File: config.mk
export PLATFORM = sky130hd
export DESIGN_NAME = multi_slot_timer_table
export DESIGN_NICKNAME = d
export VERILOG_FILES = /design/src/mtt_pkg.sv /design/src/mtt_ctrl.sv /design/src/mtt_dpath.sv /design/src/multi_slot_timer_table.sv
export SDC_FILE = /design/constraint.sdc
export NUM_CORES = 2
export LEC_CHECK = 0
export BUFFER_PORTS_ARGS = -buffer_cell sky130_fd_sc_hd__buf_4
export CELL_PAD_IN_SITES_DETAIL_PLACEMENT = 0
export CELL_PAD_IN_SITES_GLOBAL_PLACEMENT = 2
export CORE_UTILIZATION = 50
export DETAILED_ROUTE_END_ITERATION = 6
export PLACE_DENSITY = 0.88
export SYNTH_ARGS = -nofsm -noshare
export SYNTH_HDL_FRONTEND = slang
export SYNTH_SLANG_ARGS = --single-unit
File: constraint.sdc
create_clock -name clk -period 7.52 [get_ports clk]
set_input_delay 0.376 -clock clk [delete_from_list [all_inputs] [get_ports clk]]
set_output_delay 0.376 -clock clk [all_outputs]
set_load 0.02 [all_outputs]
File: src/mtt_pkg.sv
`timescale 1ns / 1ps

package mtt_pkg;

  // Request codes carried on the request type field.
  typedef enum logic [2:0] {
    REQ_ADD    = 3'd0,
    REQ_CANCEL = 3'd1,
    REQ_PAUSE  = 3'd2,
    REQ_RESUME = 3'd3,
    REQ_TICK   = 3'd4
  } mtt_req_t;

  // Result kinds.
  localparam logic KIND_REPLY  = 1'b0;
  localparam logic KIND_EXPIRY = 1'b1;

  localparam int unsigned ID_W   = 16;
  localparam int unsigned TIME_W = 32;

  // First id handed out, and the value the id counter wraps to.
  localparam logic [ID_W-1:0] ID_FIRST = 16'd1;
  localparam logic [ID_W-1:0] ID_NONE  = 16'd0;

  typedef enum logic [1:0] {
    ST_IDLE  = 2'd0,
    ST_SCAN  = 2'd1,
    ST_FLUSH = 2'd2,
    ST_REPLY = 2'd3
  } mtt_state_t;

  // Commands from the controller to the datapath.
  typedef struct packed {
    logic capture;  // latch the incoming item
    logic rd_en;    // read the slot memories at the read index
    logic eval;     // evaluate the slot at the evaluation index
    logic reply;    // emit the closing result of the item
  } mtt_cmd_t;

endpackage

File: src/mtt_ctrl.sv
`timescale 1ns / 1ps

module mtt_ctrl #(
  parameter int unsigned SLOTS = 16,
  parameter int unsigned IW    = 4
) (
  input  logic               clk,
  input  logic               rst_n,
  input  logic               start,
  output logic               busy,
  output mtt_pkg::mtt_cmd_t  cmd,
  output logic [IW-1:0]      rd_idx,
  output logic [IW-1:0]      ev_idx
);

  import mtt_pkg::*;

  localparam logic [IW-1:0] LAST_IDX = IW'(SLOTS - 1);

  mtt_state_t    state_r, state_nxt;
  logic [IW-1:0] cnt_r, cnt_nxt;
  logic [IW-1:0] ev_idx_r, ev_idx_nxt;
  logic          ev_valid_r, ev_valid_nxt;

  always_ff @(posedge clk) begin
    if (!rst_n) begin
      state_r    <= ST_IDLE;
      cnt_r      <= '0;
      ev_idx_r   <= '0;
      ev_valid_r <= 1'b0;
    end else begin
      state_r    <= state_nxt;
      cnt_r      <= cnt_nxt;
      ev_idx_r   <= ev_idx_nxt;
      ev_valid_r <= ev_valid_nxt;
    end
  end

  // Next state: the scan reads one slot per cycle and evaluates the slot
  // read in the cycle before.
  always_comb begin
    state_nxt    = state_r;
    cnt_nxt      = cnt_r;
    ev_idx_nxt   = ev_idx_r;
    ev_valid_nxt = 1'b0;
    case (state_r)
      ST_IDLE: begin
        cnt_nxt = '0;
        if (start) begin
          state_nxt = ST_SCAN;
        end
      end
      ST_SCAN: begin
        ev_valid_nxt = 1'b1;
        ev_idx_nxt   = cnt_r;
        cnt_nxt      = cnt_r + 1'b1;
        if (cnt_r == LAST_IDX) begin
          state_nxt = ST_FLUSH;
        end
      end
      ST_FLUSH: begin
        state_nxt = ST_REPLY;
      end
      ST_REPLY: begin
        state_nxt = ST_IDLE;
      end
      default: begin
        state_nxt = ST_IDLE;
      end
    endcase
  end

  // Outputs.
  always_comb begin
    busy        = (state_r != ST_IDLE);
    cmd.capture = (state_r == ST_IDLE) && start;
    cmd.rd_en   = (state_r == ST_SCAN);
    cmd.eval    = ev_valid_r;
    cmd.reply   = (state_r == ST_REPLY);
    rd_idx      = cnt_r;
    ev_idx      = ev_idx_r;
  end

endmodule

File: src/mtt_dpath.sv
`timescale 1ns / 1ps

module mtt_dpath #(
  parameter int unsigned SLOTS = 16,
  parameter int unsigned IW    = 4
) (
  input  logic                          clk,
  input  logic                          rst_n,
  input  mtt_pkg::mtt_cmd_t             cmd,
  input  logic [IW-1:0]                 rd_idx,
  input  logic [IW-1:0]                 ev_idx,
  input  logic [2:0]                    in_req_type,
  input  logic [mtt_pkg::TIME_W-1:0]    in_now_ms,
  input  logic [mtt_pkg::TIME_W-1:0]    in_interval_ms,
  input  logic                          in_repeat_mode,
  input  logic                          in_has_action,
  input  logic [mtt_pkg::ID_W-1:0]      in_timer_id,
  output logic                          out_valid,
  output logic                          out_result_kind,
  output logic [mtt_pkg::ID_W-1:0]      out_result_id,
  output logic                          out_last
);

  import mtt_pkg::*;

  // Captured item.
  mtt_req_t          req_r;
  logic [TIME_W-1:0] now_r;
  logic [TIME_W-1:0] ival_r;
  logic              rep_r;
  logic              act_r;
  logic [ID_W-1:0]   tid_r;

  // Per-slot flags in flip-flops.
  logic [SLOTS-1:0] active_r, active_nxt;
  logic [SLOTS-1:0] armed_r, armed_nxt;
  logic [SLOTS-1:0] repeat_r, repeat_nxt;
  logic [SLOTS-1:0] written_r, written_nxt;

  // Slot memories and their registered read data.
  logic [TIME_W-1:0] ival_mem  [SLOTS];
  logic [TIME_W-1:0] start_mem [SLOTS];
  logic [ID_W-1:0]   ident_mem [SLOTS];
  logic [TIME_W-1:0] ival_q;
  logic [TIME_W-1:0] start_q;
  logic [ID_W-1:0]   ident_q;

  logic [ID_W-1:0] nid_r, nid_nxt;
  logic [ID_W-1:0] got_r, got_nxt;
  logic            done_r, done_nxt;

  logic              we_add;
  logic              we_start;
  logic              expire;
  logic [ID_W-1:0]   cur_ident;
  logic [TIME_W-1:0] elapsed;
  logic              due;
  logic              cur_active;
  logic              cur_armed;
  logic              cur_repeat;
  logic              id_match;

  logic            out_valid_r, out_valid_nxt;
  logic            out_kind_r, out_kind_nxt;
  logic [ID_W-1:0] out_id_r, out_id_nxt;
  logic            out_last_r, out_last_nxt;

  always_ff @(posedge clk) begin
    if (cmd.capture) begin
      req_r  <= mtt_req_t'(in_req_type);
      now_r  <= in_now_ms;
      ival_r <= in_interval_ms;
      rep_r  <= in_repeat_mode;
      act_r  <= in_has_action;
      tid_r  <= in_timer_id;
    end
  end

  always_ff @(posedge clk) begin
    if (cmd.rd_en) begin
      ival_q  <= ival_mem[rd_idx];
      start_q <= start_mem[rd_idx];
      ident_q <= ident_mem[rd_idx];
    end
  end

  always_ff @(posedge clk) begin
    if (we_add) begin
      ival_mem[ev_idx]  <= ival_r;
      ident_mem[ev_idx] <= nid_r;
    end
    if (we_add || we_start) begin
      start_mem[ev_idx] <= now_r;
    end
  end

  always_ff @(posedge clk) begin
    if (!rst_n) begin
      active_r    <= '0;
      armed_r     <= '0;
      repeat_r    <= '0;
      written_r   <= '0;
      nid_r       <= ID_FIRST;
      got_r       <= ID_NONE;
      done_r      <= 1'b0;
      out_valid_r <= 1'b0;
    end else begin
      active_r    <= active_nxt;
      armed_r     <= armed_nxt;
      repeat_r    <= repeat_nxt;
      written_r   <= written_nxt;
      nid_r       <= nid_nxt;
      got_r       <= got_nxt;
      done_r      <= done_nxt;
      out_valid_r <= out_valid_nxt;
    end
  end

  always_ff @(posedge clk) begin
    out_kind_r <= out_kind_nxt;
    out_id_r   <= out_id_nxt;
    out_last_r <= out_last_nxt;
  end

  // A slot whose id was never written reads as id zero.
  assign cur_ident  = written_r[ev_idx] ? ident_q : ID_NONE;
  assign cur_active = active_r[ev_idx];
  assign cur_armed  = armed_r[ev_idx];
  assign cur_repeat = repeat_r[ev_idx];
  assign id_match   = (cur_ident == tid_r);
  assign elapsed    = now_r - start_q;
  assign due        = (elapsed >= ival_q);

  always_comb begin
    active_nxt  = active_r;
    armed_nxt   = armed_r;
    repeat_nxt  = repeat_r;
    written_nxt = written_r;
    nid_nxt     = nid_r;
    got_nxt     = got_r;
    done_nxt    = done_r;
    we_add      = 1'b0;
    we_start    = 1'b0;
    expire      = 1'b0;
    if (cmd.capture) begin
      got_nxt  = ID_NONE;
      done_nxt = 1'b0;
    end else if (cmd.eval) begin
      case (req_r)
        REQ_ADD: begin
          if (!done_r && !cur_active) begin
            active_nxt[ev_idx]  = 1'b1;
            armed_nxt[ev_idx]   = act_r;
            repeat_nxt[ev_idx]  = rep_r;
            written_nxt[ev_idx] = 1'b1;
            we_add              = 1'b1;
            got_nxt             = nid_r;
            done_nxt            = 1'b1;
            nid_nxt             = (nid_r + 1'b1 == ID_NONE) ? ID_FIRST : nid_r + 1'b1;
          end
        end
        REQ_CANCEL: begin
          if (cur_active && id_match) begin
            active_nxt[ev_idx] = 1'b0;
            armed_nxt[ev_idx]  = 1'b0;
          end
        end
        REQ_PAUSE: begin
          if (cur_active && id_match) begin
            active_nxt[ev_idx] = 1'b0;
          end
        end
        REQ_RESUME: begin
          if (!cur_active && id_match) begin
            active_nxt[ev_idx] = 1'b1;
            we_start           = 1'b1;
          end
        end
        REQ_TICK: begin
          if (cur_active && cur_armed && due) begin
            we_start = 1'b1;
            expire   = 1'b1;
            if (!cur_repeat) begin
              active_nxt[ev_idx] = 1'b0;
              armed_nxt[ev_idx]  = 1'b0;
            end
          end
        end
        default: begin
        end
      endcase
    end
  end

  // Result register: an expiry during the scan, or the closing reply.
  always_comb begin
    out_valid_nxt = expire || cmd.reply;
    out_kind_nxt  = KIND_REPLY;
    out_id_nxt    = ID_NONE;
    out_last_nxt  = 1'b1;
    if (expire) begin
      out_kind_nxt = KIND_EXPIRY;
      out_id_nxt   = cur_ident;
      out_last_nxt = 1'b0;
    end else if (req_r == REQ_ADD) begin
      out_id_nxt = got_r;
    end
  end

  assign out_valid       = out_valid_r;
  assign out_result_kind = out_kind_r;
  assign out_result_id   = out_id_r;
  assign out_last        = out_last_r;

endmodule

File: src/multi_slot_timer_table.sv
`timescale 1ns / 1ps

// Table of SLOTS software timers (one-shot or periodic), driven by items
// that each carry the current millisecond time. An item is taken when start
// is high and busy is low. Every item, whatever its kind, walks the whole
// slot table one slot per cycle through the single read port of the slot
// memories, so busy stays high after the accepting edge through the reads
// of every slot, the evaluation of the last slot and the forming of the
// closing result. Results come out of a register, each on out_valid for
// exactly one cycle; the receiver cannot stall them, so it must take every
// result in the cycle it is shown. A tick gives one expiry result per fired
// slot, in slot order, then a closing result with last set; every other
// item gives just the closing result, which for an add carries the new id,
// or zero when no slot was free.

module multi_slot_timer_table #(
  parameter int unsigned SLOTS = 16
) (
  input  logic                          clk,
  input  logic                          rst_n,
  input  logic                          start,
  output logic                          busy,
  input  logic [2:0]                    in_req_type,
  input  logic [mtt_pkg::TIME_W-1:0]    in_now_ms,
  input  logic [mtt_pkg::TIME_W-1:0]    in_interval_ms,
  input  logic                          in_repeat_mode,
  input  logic                          in_has_action,
  input  logic [mtt_pkg::ID_W-1:0]      in_timer_id,
  output logic                          out_valid,
  output logic                          out_result_kind,
  output logic [mtt_pkg::ID_W-1:0]      out_result_id,
  output logic                          out_last
);

  import mtt_pkg::*;

  // Slot index width; a one-slot table still gets a one-bit index.
  localparam int unsigned IW = (SLOTS > 1) ? $clog2(SLOTS) : 1;

  mtt_cmd_t      cmd;
  logic [IW-1:0] rd_idx;
  logic [IW-1:0] ev_idx;

  // The controller sequences the scan; the datapath holds the slot state,
  // evaluates one slot per cycle and drives the result register.
  mtt_ctrl #(
    .SLOTS (SLOTS),
    .IW    (IW)
  ) u_ctrl (
    .clk    (clk),
    .rst_n  (rst_n),
    .start  (start),
    .busy   (busy),
    .cmd    (cmd),
    .rd_idx (rd_idx),
    .ev_idx (ev_idx)
  );

  mtt_dpath #(
    .SLOTS (SLOTS),
    .IW    (IW)
  ) u_dpath (
    .clk             (clk),
    .rst_n           (rst_n),
    .cmd             (cmd),
    .rd_idx          (rd_idx),
    .ev_idx          (ev_idx),
    .in_req_type     (in_req_type),
    .in_now_ms       (in_now_ms),
    .in_interval_ms  (in_interval_ms),
    .in_repeat_mode  (in_repeat_mode),
    .in_has_action   (in_has_action),
    .in_timer_id     (in_timer_id),
    .out_valid       (out_valid),
    .out_result_kind (out_result_kind),
    .out_result_id   (out_result_id),
    .out_last        (out_last)
  );

endmodule

==> results.py <==
metrics = {
    "worst_setup_path": {
        "ff2ff_path_depth": 23,
        "regToRegSetupSlack_ns": 0.66,
        "regToRegStartpoint": "u_dpath.now_r[0]",
        "timing.critical_path.to_type": "flip-flop",
        "crit_start": "u_dpath.now_r[0]",
        "worstReg2RegEnd": "u_dpath.start_mem[10][3]",
        "critical_path.startpoint_type": "flip-flop",
        "cp.required_ns": 7.90,
        "worst_ep_arrival_ns": 7.25,
        "critPathCapture": "u_dpath.start_mem[10][3]",
        "path_max_fanout": 32,
        "critical_path_class": "reg -> reg",
    },
    "cts": {
        "cts_hold_buffers": 85,
        "cts-root-to-sink-buffers": 3,
        "cts_tree": "yes",
        "post-cts-setup-buffer-count": 0,
        "post_cts_resized": 0,
        "clock-sinks": 1572,
        "clockRootBuffer": "clkbuf_16",
        "clkSlewWorstSetupHoldPaths_ns": 0.06,
        "cts_inserted_buffers": 155,
        "clock_insertion_delay_worst_skew_ns": 0.77,
        "htree_levels": 4,
    },
    "drt": {
        "drt-initial-drc-count": 3170,
        "count_of_nets_left_with_antenna_violations_after_detail_routing": 0,
        "dr.pass1.iters": 5,
        "drc": 0,
        "routed-via-count": 30200,
        "wirelength_um": 140000,
        "wl_per_cell_um": 28.2,
        "post_drt_via_cell_ratio": 6.08,
    },
    "final_layout": {
        "num-fill-cells": 8502,
        "num-nets-final": 3373,
        "drive_above_1_share_pct": 26.4,
        "utilization_pct": 58.0,
        "antenna-diode-count": 0,
        "finished_layout_cell_area_sq_um": 70600,
        "syn_to_final_growth_pct": 15.1,
        "seqCellArea_sq_um": 45900,
        "area_of_combinational_cells_with_multiple_inputs_sq_um": 14800,
    },
    "synth": {
        "postSynthRegisterBits": 1572,
        "netlist_top_cells_count": "1,445 x edfxtp_1, 418 x mux4_2, 142 x nor2_1",
        "synth_cell_type_count": 66,
        "synth_top_cells_by_area": "edfxtp_1 71%, mux4_2 15%, dfxtp_1 4.1%, ha_1 1.4%, nor2_1 0.87%",
        "synth.most_common_cell": "edfxtp_1",
        "number_of_synthesized_flops_with_an_enable_pin": 1445,
        "synth.yosys.seq_area_share_pct": 74.9,
        "postSynth.topFlopCell": "edfxtp_1",
        "yosys_warnings": 0,
        "synthesis.area_sq_um": 61300,
        "post_synth_inst_count": 2944,
        "synth.avg_cell_area_sq_um": 20.8,
        "synth_top_area_share_pct": 70.8,
        "synth_async_sr_flop_share_pct": 0,
        "yosys.area.top_type": "edfxtp_1",
        "syn_nets": 3103,
    },
    "place": {
        "placement_stage_worst_setup_slack_ns": 0.690,
        "place_congestion": 0.814,
        "numPortBuffers": 107,
        "hpwlAfterDp_um": 73400,
        "post_dp_cell_area_sq_um": 64500,
    },
    "global_routing": {
        "grtUsageTotal_pct": 22.7,
        "first_global_vias": 31600,
        "grt_first_pass_wirelength_um": 206000,
        "antenna_found_initial": 2,
        "grt-ovfl-total": 0,
        "grt_max_degree": 133,
    },
    "sta": {
        "timing.clock.skew_ns": 0.0376,
        "setup_slack_ns": 0.655,
        "final-hold-violation-count": 0,
        "worstMarginPinSlew_ns": 1.19,
        "rsz0062_at_grt": "false",
        "maxSlewHeadroom_pct": 20.3,
        "timing_max_transition_violations_final": 0,
        "hold_ws_ns": 0.0854,
        "period_minus_slack_ns": 6.86,
        "period_share_pct": 91.3,
        "timing.setup.tns_ns": 0,
        "number_of_failing_setup_endpoints_in_the_final_timing_report": 0,
        "timing.fmax_mhz": 146,
    },
    "power_and_ir_drop": {
        "p_leak_nw": 22.1,
        "irDropWorstVdd_uv": 245,
        "pwr_density_cell_nw_per_um2": 312,
    },
    "floorplan": {
        "placement_rows": 128,
        "horizontal_die_dimension_um": 352,
        "design.core.area_sq_um": 122000,
        "die_area_sq_um": 124000,
        "top_level_ports": 108,
        "initial_core_util_pct": 50.4,
        "die_h_um": 352,
    },
    "hold_path": {
        "worst_hold_path_type": "in -> reg",
        "worst_hold_path.num_cells": 2,
    },
    "run_status": {
        "status": "completed",
    },
    "job": {
        "timing.max_cap.violations": 0,
    },
}
==> logic make-up after synthesis <==
| group | after synthesis | share of synthesized area, % |
|---|---|---|
| adder cells (fa/ha/maj) | 71 | 1.46 |
| flip-flops | 1572 | 74.9 |
| XOR/XNOR | 53 | 0.757 |
| buffers and inverters | 213 | 1.36 |
| multiplexers | 463 | 16.1 |
| AND/OR/NAND/NOR | 342 | 2.77 |
| AO/OA/AOI/OAI | 230 | 2.60 |
==> layout make-up <==
type                       count  area share (%)
clock buffer                 194            5.87
clock inverter                96            1.49
inverter                      76           0.408
multi-input combinational   1159            21.0
sequential                  1572            65.1
tap                         1625            2.88
timing repair buffer         250            3.30
==> power breakdown <==
part | total, mW | leakage (nW) | internal (mW) | switching (mW)
clock network | 7.85 | 2.52 | 4.56 | 3.29
logic | 3.42 | 5.50 | 1.57 | 1.85
registers | 10.7 | 14.0 | 10.2 | 0.522
total | 22.0 | 22.1 | 16.4 | 5.66
==> registers in the layout, indices dropped and copies added, names as in the netlist, 16 cells and up, named ones only <==
name and cells:
u_dpath.tid_r 16, u_dpath.written_r 16, u_dpath.ival_r 32, u_dpath.ident_q 16
u_dpath.ident_mem 256, u_dpath.ival_q 32, u_dpath.nid_r 16, u_dpath.start_mem 512
u_dpath.start_q 32, u_dpath.got_r 16, u_dpath.repeat_r 16, u_dpath.armed_r 16
u_dpath.out_result_id 16, u_dpath.ival_mem 512, u_dpath.now_r 32
==> critical path, cell delays in order, from the launching register on <==
cell and delay (ns):
edfxtp_1 0.65, inv_1 0.11, ha_1 0.27, inv_1 0.09, fa_1 0.23, a211o_1 0.18
a211oi_1 0.08, o21bai_1 0.40, a21oi_1 0.25, o311ai_0 0.51, nand2_1 0.17, o311ai_0 0.63
o31ai_1 0.16, xnor2_1 0.17, ha_1 0.31, nand4_1 0.10, nor2_1 0.16, nand3_1 0.11
a211oi_1 0.20, a211o_1 0.28, nand3_1 0.19, and3_2 0.49, nor2_4 0.16, buf_4 0.54
==> through the flow <==
step / power [mW] / cells
floorplan: 13.2 / 2944
global placement: 14.2 / 4597
detailed placement: 14.3 / 4597
CTS: 22.2 / 4972
global route: 22.8 / 4972
finish: 22.0 / 4972
==> cells in the final DEF (no fill, tap or decap), drive strengths merged, types with 51 or more instances in the layout <==
master	Yosys	layout
edfxtp	1445	1445
buf	41	165
inv	76	86
mux4	418	418
clkbuf	96	194
nand2	80	80
dlygate4sd3	0	85
o21ai	51	51
clkinv	0	63
nor2	143	143
ha	70	70
a21oi	53	53
dfxtp	127	127
==> per-layer routing <==
layer | GRT usage, % | vias to the layer above | part of all wire, % | wire length, um
met5 | 0 | - | 0.0079 | 11
met3 | 4.82 | 287 | 7.5 | 10500
met4 | 7.96 | 2 | 3.1 | 4360
li1 | - | 12700 | - | -
met1 | 30.0 | 16000 | 39 | 55000
met2 | 37.6 | 1286 | 50 | 70200
==> worst min path at each step <==
stage                              from              endpoint  slack (ns)
CTS                               rst_n  u_dpath.written_r[0]        0.04
finish                            rst_n     u_dpath.out_valid        0.09
detailed placement   u_dpath.armed_r[9]    u_dpath.armed_r[9]        0.45
global route                      rst_n  u_dpath.written_r[0]        0.07
floorplan                u_dpath.done_r        u_dpath.done_r        0.43
global placement    u_dpath.armed_r[12]   u_dpath.armed_r[12]        0.44
(Power assumes the default switching activity.)
